===== config.mk =====
export PLATFORM = sky130hd
export DESIGN_NAME = wall_tile_neighbourhood_matcher_top
export DESIGN_NICKNAME = d
export VERILOG_FILES = /design/src/hw/rtl/wtnm_pkg.sv /design/src/hw/rtl/wtnm_cell_classify.sv /design/src/hw/rtl/wtnm_template_match.sv /design/src/hw/rtl/wall_tile_neighbourhood_matcher_top.sv
export SDC_FILE = /design/constraint.sdc
export NUM_CORES = 1
export LEC_CHECK = 0
export ABC_AREA = 1
export ABC_CLOCK_PERIOD_IN_PS = 5500
export BUFFER_PORTS_ARGS = -buffer_cell sky130_fd_sc_hd__buf_4
export CAP_MARGIN = 0
export CORE_MARGIN = 2
export CORE_UTILIZATION = 40
export CTS_CLUSTER_DIAMETER = 120
export CTS_CLUSTER_SIZE = 20
export DETAILED_ROUTE_END_ITERATION = 6
export GPL_TIMING_DRIVEN = 0
export PLACE_DENSITY = 0.71
export SETUP_SLACK_MARGIN = 0.15
export SLEW_MARGIN = 20
export SYNTH_ARGS = -nofsm -noshare
export SYNTH_HDL_FRONTEND = slang
export SYNTH_SLANG_ARGS = --single-unit

===== constraint.sdc =====
create_clock -name clock -period 5.5 [get_ports clock]
set_input_delay 1.1 -clock clock [delete_from_list [all_inputs] [get_ports clock]]
set_output_delay 1.1 -clock clock [all_outputs]
set_load 0.01 [all_outputs]

===== src/hw/rtl/wtnm_pkg.sv =====
// ----------------------------------------------------------------------------
// wtnm_pkg
// Shared types, codes and the wall template table for the wall tile matcher.
// ----------------------------------------------------------------------------
package wtnm_pkg;

   localparam int CELL_COUNT     = 9;
   localparam int CODE_WIDTH     = 4;
   localparam int TEMPLATE_COUNT = 46;
   localparam int SPRITE_WIDTH   = 6;
   localparam int CENTRE_CELL    = 4;

   // content codes
   localparam logic [CODE_WIDTH-1:0] CELL_PATH_MAX   = 4'd4;
   localparam logic [CODE_WIDTH-1:0] CELL_WALL       = 4'd5;
   localparam logic [CODE_WIDTH-1:0] CELL_GHOST_WALL = 4'd6;
   localparam logic [CODE_WIDTH-1:0] CELL_GHOST_DOOR = 4'd7;

   localparam logic [SPRITE_WIDTH-1:0] DOOR_SPRITE = 6'd21;

   // template cell kinds
   typedef enum logic [2:0] {
      K_ANY = 3'd0,  // anything
      K_PTH = 3'd1,  // open path, in bounds
      K_OUT = 3'd2,  // out of bounds
      K_WAL = 3'd3,  // wall
      K_GHW = 3'd4,  // ghost wall
      K_AWL = 3'd5,  // wall or ghost wall
      K_WOO = 3'd6,  // any wall or out of bounds
      K_DOR = 3'd7   // ghost door
   } cell_kind_type;

   // one bit per kind: does this cell satisfy that kind
   typedef logic [7:0] cell_match_type;

   typedef struct packed {
      logic [SPRITE_WIDTH-1:0] sprite;
      cell_kind_type [0:CELL_COUNT-1] kinds;
   } tmpl_type;

   typedef struct packed {
      logic                    present;
      logic                    matched;
      logic [SPRITE_WIDTH-1:0] number;
      logic                    door;
   } result_type;

   // priority order: first matching entry wins
   localparam tmpl_type TEMPLATES [TEMPLATE_COUNT] = '{
      '{6'd0,  '{K_WAL, K_WAL, K_WAL, K_WAL, K_WAL, K_WAL, K_WAL, K_WAL, K_WAL}},
      '{6'd1,  '{K_ANY, K_WAL, K_WAL, K_PTH, K_WAL, K_WAL, K_ANY, K_WAL, K_WAL}},
      '{6'd2,  '{K_ANY, K_PTH, K_ANY, K_WAL, K_WAL, K_WAL, K_WAL, K_WAL, K_WAL}},
      '{6'd3,  '{K_WAL, K_WAL, K_ANY, K_WAL, K_WAL, K_PTH, K_WAL, K_WAL, K_ANY}},
      '{6'd4,  '{K_WAL, K_WAL, K_WAL, K_WAL, K_WAL, K_WAL, K_ANY, K_PTH, K_ANY}},
      '{6'd5,  '{K_PTH, K_PTH, K_PTH, K_PTH, K_WAL, K_WAL, K_PTH, K_WAL, K_WAL}},
      '{6'd6,  '{K_PTH, K_PTH, K_PTH, K_WAL, K_WAL, K_PTH, K_WAL, K_WAL, K_PTH}},
      '{6'd7,  '{K_WAL, K_WAL, K_PTH, K_WAL, K_WAL, K_PTH, K_PTH, K_PTH, K_PTH}},
      '{6'd8,  '{K_PTH, K_WAL, K_WAL, K_PTH, K_WAL, K_WAL, K_PTH, K_PTH, K_PTH}},
      '{6'd9,  '{K_PTH, K_WAL, K_WAL, K_WAL, K_WAL, K_WAL, K_WAL, K_WAL, K_WAL}},
      '{6'd10, '{K_WAL, K_WAL, K_PTH, K_WAL, K_WAL, K_WAL, K_WAL, K_WAL, K_WAL}},
      '{6'd11, '{K_WAL, K_WAL, K_WAL, K_WAL, K_WAL, K_WAL, K_WAL, K_WAL, K_PTH}},
      '{6'd12, '{K_WAL, K_WAL, K_WAL, K_WAL, K_WAL, K_WAL, K_PTH, K_WAL, K_WAL}},
      '{6'd17, '{K_PTH, K_PTH, K_ANY, K_PTH, K_WAL, K_WOO, K_ANY, K_WAL, K_OUT}},
      '{6'd18, '{K_ANY, K_PTH, K_PTH, K_WOO, K_WAL, K_PTH, K_OUT, K_WAL, K_ANY}},
      '{6'd19, '{K_OUT, K_WAL, K_ANY, K_WOO, K_WAL, K_PTH, K_ANY, K_PTH, K_PTH}},
      '{6'd20, '{K_ANY, K_WAL, K_OUT, K_PTH, K_WAL, K_WOO, K_PTH, K_PTH, K_ANY}},
      '{6'd13, '{K_ANY, K_ANY, K_ANY, K_PTH, K_AWL, K_OUT, K_ANY, K_ANY, K_ANY}},
      '{6'd14, '{K_ANY, K_PTH, K_ANY, K_ANY, K_AWL, K_ANY, K_ANY, K_OUT, K_ANY}},
      '{6'd15, '{K_ANY, K_ANY, K_ANY, K_OUT, K_AWL, K_PTH, K_ANY, K_ANY, K_ANY}},
      '{6'd16, '{K_ANY, K_OUT, K_ANY, K_ANY, K_AWL, K_ANY, K_ANY, K_PTH, K_ANY}},
      '{6'd21, '{K_ANY, K_ANY, K_ANY, K_ANY, K_DOR, K_ANY, K_ANY, K_ANY, K_ANY}},
      '{6'd22, '{K_PTH, K_WAL, K_ANY, K_WAL, K_WAL, K_OUT, K_ANY, K_OUT, K_OUT}},
      '{6'd23, '{K_ANY, K_WAL, K_PTH, K_OUT, K_WAL, K_WAL, K_OUT, K_OUT, K_ANY}},
      '{6'd24, '{K_OUT, K_OUT, K_ANY, K_OUT, K_WAL, K_WAL, K_ANY, K_WAL, K_PTH}},
      '{6'd25, '{K_ANY, K_OUT, K_OUT, K_WAL, K_WAL, K_OUT, K_PTH, K_WAL, K_ANY}},
      '{6'd26, '{K_PTH, K_WAL, K_OUT, K_WAL, K_WAL, K_OUT, K_WAL, K_WAL, K_OUT}},
      '{6'd27, '{K_OUT, K_WAL, K_PTH, K_OUT, K_WAL, K_WAL, K_OUT, K_WAL, K_WAL}},
      '{6'd28, '{K_OUT, K_WAL, K_WAL, K_OUT, K_WAL, K_WAL, K_OUT, K_WAL, K_PTH}},
      '{6'd29, '{K_WAL, K_WAL, K_OUT, K_WAL, K_WAL, K_OUT, K_PTH, K_WAL, K_OUT}},
      '{6'd30, '{K_PTH, K_WAL, K_WAL, K_WAL, K_WAL, K_WAL, K_OUT, K_OUT, K_OUT}},
      '{6'd31, '{K_WAL, K_WAL, K_PTH, K_WAL, K_WAL, K_WAL, K_OUT, K_OUT, K_OUT}},
      '{6'd32, '{K_OUT, K_OUT, K_OUT, K_WAL, K_WAL, K_WAL, K_WAL, K_WAL, K_PTH}},
      '{6'd33, '{K_OUT, K_OUT, K_OUT, K_WAL, K_WAL, K_WAL, K_PTH, K_WAL, K_WAL}},
      '{6'd34, '{K_PTH, K_PTH, K_PTH, K_PTH, K_GHW, K_GHW, K_PTH, K_GHW, K_OUT}},
      '{6'd35, '{K_PTH, K_PTH, K_PTH, K_GHW, K_GHW, K_PTH, K_OUT, K_GHW, K_PTH}},
      '{6'd36, '{K_OUT, K_GHW, K_PTH, K_GHW, K_GHW, K_PTH, K_PTH, K_PTH, K_PTH}},
      '{6'd37, '{K_PTH, K_GHW, K_OUT, K_PTH, K_GHW, K_GHW, K_PTH, K_PTH, K_PTH}},
      '{6'd38, '{K_OUT, K_PTH, K_ANY, K_OUT, K_WAL, K_WAL, K_OUT, K_WAL, K_WAL}},
      '{6'd39, '{K_ANY, K_PTH, K_OUT, K_WAL, K_WAL, K_OUT, K_WAL, K_WAL, K_OUT}},
      '{6'd40, '{K_OUT, K_WAL, K_WAL, K_OUT, K_WAL, K_WAL, K_OUT, K_PTH, K_ANY}},
      '{6'd41, '{K_WAL, K_WAL, K_OUT, K_WAL, K_WAL, K_OUT, K_ANY, K_PTH, K_OUT}},
      '{6'd42, '{K_OUT, K_OUT, K_OUT, K_PTH, K_WAL, K_WAL, K_ANY, K_WAL, K_WAL}},
      '{6'd43, '{K_OUT, K_OUT, K_OUT, K_WAL, K_WAL, K_PTH, K_WAL, K_WAL, K_ANY}},
      '{6'd44, '{K_ANY, K_WAL, K_WAL, K_PTH, K_WAL, K_WAL, K_OUT, K_OUT, K_OUT}},
      '{6'd45, '{K_WAL, K_WAL, K_ANY, K_WAL, K_WAL, K_PTH, K_OUT, K_OUT, K_OUT}}
   };

endpackage


===== src/hw/rtl/wtnm_cell_classify.sv =====
// ----------------------------------------------------------------------------
// wtnm_cell_classify
// Decodes each of the nine cells into one match bit per template cell kind.
// ----------------------------------------------------------------------------
module wtnm_cell_classify (
   input  logic [wtnm_pkg::CELL_COUNT*wtnm_pkg::CODE_WIDTH-1:0] cell_contents,
   input  logic [wtnm_pkg::CELL_COUNT-1:0]                      cell_out_of_bounds,
   output wtnm_pkg::cell_match_type [0:wtnm_pkg::CELL_COUNT-1]  cell_match
);
   import wtnm_pkg::*;

   always_comb begin
      logic [CODE_WIDTH-1:0] code;
      logic                  oob;
      logic                  any_wall;
      for (int i = 0; i < CELL_COUNT; i++) begin
         code     = cell_contents[i*CODE_WIDTH +: CODE_WIDTH];
         oob      = cell_out_of_bounds[i];
         any_wall = (code == CELL_WALL) || (code == CELL_GHOST_WALL);
         cell_match[i]        = '0;
         cell_match[i][K_ANY] = 1'b1;
         cell_match[i][K_PTH] = !oob && (code <= CELL_PATH_MAX);
         cell_match[i][K_OUT] = oob;
         cell_match[i][K_WAL] = (code == CELL_WALL);
         cell_match[i][K_GHW] = (code == CELL_GHOST_WALL);
         cell_match[i][K_AWL] = any_wall;
         cell_match[i][K_WOO] = any_wall || oob;
         cell_match[i][K_DOR] = (code == CELL_GHOST_DOOR);
      end
   end

endmodule


===== src/hw/rtl/wtnm_template_match.sv =====
// ----------------------------------------------------------------------------
// wtnm_template_match
// Compares all templates in parallel and picks the first hit in table order.
// ----------------------------------------------------------------------------
module wtnm_template_match (
   input  wtnm_pkg::cell_match_type [0:wtnm_pkg::CELL_COUNT-1] cell_match,
   input  logic [wtnm_pkg::CODE_WIDTH-1:0]                     centre_code,
   output wtnm_pkg::result_type                                result
);
   import wtnm_pkg::*;

   logic [TEMPLATE_COUNT-1:0] hit;
   logic                      present;
   logic                      found;
   logic [SPRITE_WIDTH-1:0]   sprite;

   always_comb begin
      for (int t = 0; t < TEMPLATE_COUNT; t++) begin
         hit[t] = 1'b1;
         for (int i = 0; i < CELL_COUNT; i++) begin
            hit[t] = hit[t] & cell_match[i][TEMPLATES[t].kinds[i]];
         end
      end
   end

   // walk from the back so the lowest table entry wins
   always_comb begin
      found  = 1'b0;
      sprite = '0;
      for (int t = TEMPLATE_COUNT - 1; t >= 0; t--) begin
         if (hit[t]) begin
            found  = 1'b1;
            sprite = TEMPLATES[t].sprite;
         end
      end
   end

   assign present = (centre_code == CELL_WALL) || (centre_code == CELL_GHOST_WALL)
                    || (centre_code == CELL_GHOST_DOOR);

   always_comb begin
      result.present = present;
      result.matched = present && found;
      result.number  = (present && found) ? sprite : '0;
      result.door    = present && found && (sprite == DOOR_SPRITE);
   end

endmodule


===== src/hw/rtl/wall_tile_neighbourhood_matcher_top.sv =====
// ----------------------------------------------------------------------------
// wall_tile_neighbourhood_matcher_top
// Picks the wall sprite for one maze tile from its 3x3 neighbourhood.
// ----------------------------------------------------------------------------
// Pipeline: the input register, then the template compare into the result
//   register that drives the response outputs.
// Throughput: 1 tile per cycle; busy is never raised, a transfer can start
//   on every edge. The receiver cannot stall; rsp_strobe marks each result.
// Reset: synchronous, active high; clears the two valid flags, so no
//   strobe appears until a new transfer has gone through.
// ----------------------------------------------------------------------------
module wall_tile_neighbourhood_matcher_top (
   input  logic                                                 clock,
   input  logic                                                 reset,
   // request channel
   input  logic                                                 start,
   output logic                                                 busy,
   input  logic [wtnm_pkg::CELL_COUNT*wtnm_pkg::CODE_WIDTH-1:0] req_cell_contents,
   input  logic [wtnm_pkg::CELL_COUNT-1:0]                      req_cell_out_of_bounds,
   // response channel
   output logic                                                 rsp_strobe,
   output logic                                                 rsp_sprite_present,
   output logic                                                 rsp_sprite_matched,
   output logic [wtnm_pkg::SPRITE_WIDTH-1:0]                    rsp_sprite_number,
   output logic                                                 rsp_door_sprite
);
   import wtnm_pkg::*;

   logic                               accept;

   // input stage
   logic                               req_valid_ff;
   logic [CELL_COUNT*CODE_WIDTH-1:0]   contents_ff;
   logic [CELL_COUNT-1:0]              oob_ff;

   // result stage
   logic                               rsp_valid_ff;
   result_type                         result_in;
   result_type                         result_ff;

   cell_match_type [0:CELL_COUNT-1]    cell_match;

   // Every stage moves on every edge, so nothing ever needs to push back.
   assign busy   = 1'b0;
   assign accept = start && !busy;

   always_ff @(posedge clock) begin
      if (reset) begin
         req_valid_ff <= 1'b0;
         rsp_valid_ff <= 1'b0;
      end else begin
         req_valid_ff <= accept;
         rsp_valid_ff <= req_valid_ff;
      end
   end

   // payload registers: no reset needed, the valid flags qualify them
   always_ff @(posedge clock) begin
      if (accept) begin
         contents_ff <= req_cell_contents;
         oob_ff      <= req_cell_out_of_bounds;
      end
      if (req_valid_ff) begin
         result_ff <= result_in;
      end
   end

   // per-cell decode: one match bit for each template cell kind
   wtnm_cell_classify u_classify (
      .cell_contents      (contents_ff),
      .cell_out_of_bounds (oob_ff),
      .cell_match         (cell_match)
   );

   // all templates compared at once, first hit in table order wins
   wtnm_template_match u_match (
      .cell_match  (cell_match),
      .centre_code (contents_ff[CENTRE_CELL*CODE_WIDTH +: CODE_WIDTH]),
      .result      (result_in)
   );

   assign rsp_strobe         = rsp_valid_ff;
   assign rsp_sprite_present = result_ff.present;
   assign rsp_sprite_matched = result_ff.matched;
   assign rsp_sprite_number  = result_ff.number;
   assign rsp_door_sprite    = result_ff.door;

endmodule

==> impl_metrics.toml <==
[setup_path]
crit_path_end_kind = "register"
crit_required_ns = 5.69
cp_data_arrival_time_ns = 3.58
cp_slowest_cell = "edfxtp_1"
path_max_fanout = 6
startpoint_type = "register"
cp_common_cell = "nand2_1"
crit_type = "reg -> reg"
slowest_delay_ns = 0.44

[pwr]
p_leak_uw = 0.00172
ir_drop_uv = 140
powerDensity_nw_per_um2 = 224

[clock_tree]
h-tree-depth = 2
cts_resized = 0
clock_path_buffers = 2
postCtsHoldBufs = 0
cts_setup_buffers = 0
cts.sinks = 55
root_buffer = "clkbuf_8"
cts_buffers = 5
cts_tree = "yes"
clock_latency_ns = 0.32
cts.reportedPaths.clkPinSlew_ns = 0.10

[floorplan]
design.die.area_um2 = 9270
die_h_um = 96.3
rows = 33
pin_count = 59
fp.coreArea_um2 = 8260
start_util_pct = 41.3
die_w_um = 96.3

[logic_synthesis]
syn_area_um2 = 3410
synth_compound_area_share_pct = 6.68
synth_top_family_by_area = "simple AND/OR/NAND/NOR gates"
synth_fp_nets = 474
ys_ff_latch = 55
synth-simple-area-share_pct = 35.7
synth_cells = 426
ys_types = 37
synth_xor_area_share_pct = 0
ys_warn_count = 0
synthTopCellsByArea = "edfxtp_1 (47%), inv_1 (8.9%), nand2_1 (8.3%)"
synth_top_area_share_pct = 46.7
ys_seq_area_share_pct = 47.9
synth_mux_area_share_pct = 0
synth_adder_area_share_pct = 0
avgSynthCellArea_um2 = 8.00
synth_largest_area_cell = "edfxtp_1"

[outcome]
status = "complete, no violations"

[grt]
antenna_found_initial = 0
grt_remaining_overflow = 0
grt_usage_pct = 22.0
grt_max_degree = 46
grt_pass1_wl_mm = 15.0
grt_pass1_vias = 2953

[detailed_routing]
drtIter0Drc = 356
vias_per_cell = 5.46
totalWireLength_mm = 9.73
wl_per_cell_um = 16.3
postRouteAntennaNets = 0
dr.pass1.iters = 5
num_vias = 3247
drcViolationCount = 0

[place]
dp_hpwl_mm = 7.71
post-place-ws_ns = 2.24
gp_congestion = 1.06
io_buffer_count = 56

[cells_and_area]
fin_nets = 537
area_growth_pct = 19.3
diodes = 0
drive_gt1_share_pct = 19.4

[run]
drv_cap = 0

[timing]
setup_ws_ns = 2.11
timing.fmax_mhz = 295
worst_pin_slew_ns = 0.697
fin_crit_sh_pct = 61.6
setup_violations = 0
grt_setup_unrepaired = "false"
drv_slew = 0
hold_viol_final = 0
finalCriticalPeriod_ns = 3.39
finalSetupTns_ns = 0
slew_headroom_pct = 53.1
clock_skew_ns = 0.00726

[min_path]
hold_class = "reg -> reg"
synth_stat cells (all sizes together):
cell	number
a31oi	1
o22ai	1
and3	1
nor3	26
clkinv	1
dfxtp	2
buf	1
nand3	27
inv	84
a311oi	3
nand3b	3
o31ai	4
nand2	81
nor2	82
a32o	2
nor4	16
conb	1
o41ai	1
edfxtp	53
a21oi	7
o211ai	1
o21a	1
nand4	16
a21boi	1
o21ai	10
cell usage in the layout, fill, tap and decap left out, drive strengths merged, types with 10 or more instances in the layout:
master,instances
nand4,16
nand2,81
buf,57
o21ai,10
nor3,26
nor2,82
edfxtp,53
inv,84
nand3,27
nor4,16
kinds of logic after synthesis:
| group | after synthesis |
|---|---|
| DFF | 55 |
| buffers and inverters | 86 |
| other | 1 |
| and+or+nand+nor | 252 |
| AOI/OAI and AO/OA | 32 |
worst paths after layout:
kind / slack (ns) / startpoint / depth (start not counted) / end
worst min register to register: 0.61 / req_valid_ff / 2 / rsp_strobe
worst max-delay path: 2.11 / oob_ff[8] / 29 / rsp_sprite_number[0]
worst min-delay path: 0.61 / req_valid_ff / 2 / rsp_strobe
worst max register to register: 2.11 / oob_ff[8] / 29 / rsp_sprite_number[0]
state kept, by name, summed over array words and instances, names as in the netlist:
name	cells
oob_ff	8
rsp_sprite_matched	1
contents_ff	36
rsp_door_sprite	1
req_valid_ff	1
rsp_sprite_number	6
rsp_strobe	1
rsp_sprite_present	1
cell type report:
class | instances | area, um^2
Sequential cell | 55 | 1630
Timing Repair Buffer | 56 | 420
Inverter | 85 | 320
Buffer | 1 | 7.51
Tap cell | 105 | 131
Clock inverter | 3 | 38.8
Fill cell | 847 | 4190
Clock buffer | 5 | 68.8
Multi-Input combinational cell | 285 | 1450
critical path: cells and delay by family (launching register included):
family                 cells  cell delay (ns)
buffers and inverters      2             0.53
AND/OR/NAND/NOR           26             2.19
AO/OA/AOI/OAI              1             0.10
flip-flops                 1             0.44
report_power, final:
part / internal, uW / switching, uW / total [uW]
sequential: 495 / 20.3 / 515
clock: 134 / 136 / 269
combinational: 46.9 / 78.0 / 125
routing by layer:
layer	vias to the layer above	GRT usage, %	share of wire (%)
li1	1563	-	-
met1	1506	28.7	42
met2	154	36.9	48
met3	24	3.05	7.6
met4	0	8.33	2.3
met5	-	0	0
through the flow:
step | instances | utilization [%] | total power (uW) | hold slack (ns) | cell area (um^2)
final | 595 | 49.3 | 909 | 0.607 | 4070
after floorplan | 426 | - | 584 | 0.542 | 3410
after detailed placement | 587 | 48.0 | 649 | 0.613 | 3960
after CTS | 595 | 49.3 | 913 | 0.626 | 4070
after global placement | 587 | 48.0 | 646 | 0.593 | 3960
after global routing | 595 | 49.3 | 944 | 0.640 | 4070
No activity file was read; power rests on OpenSTA's default activity.
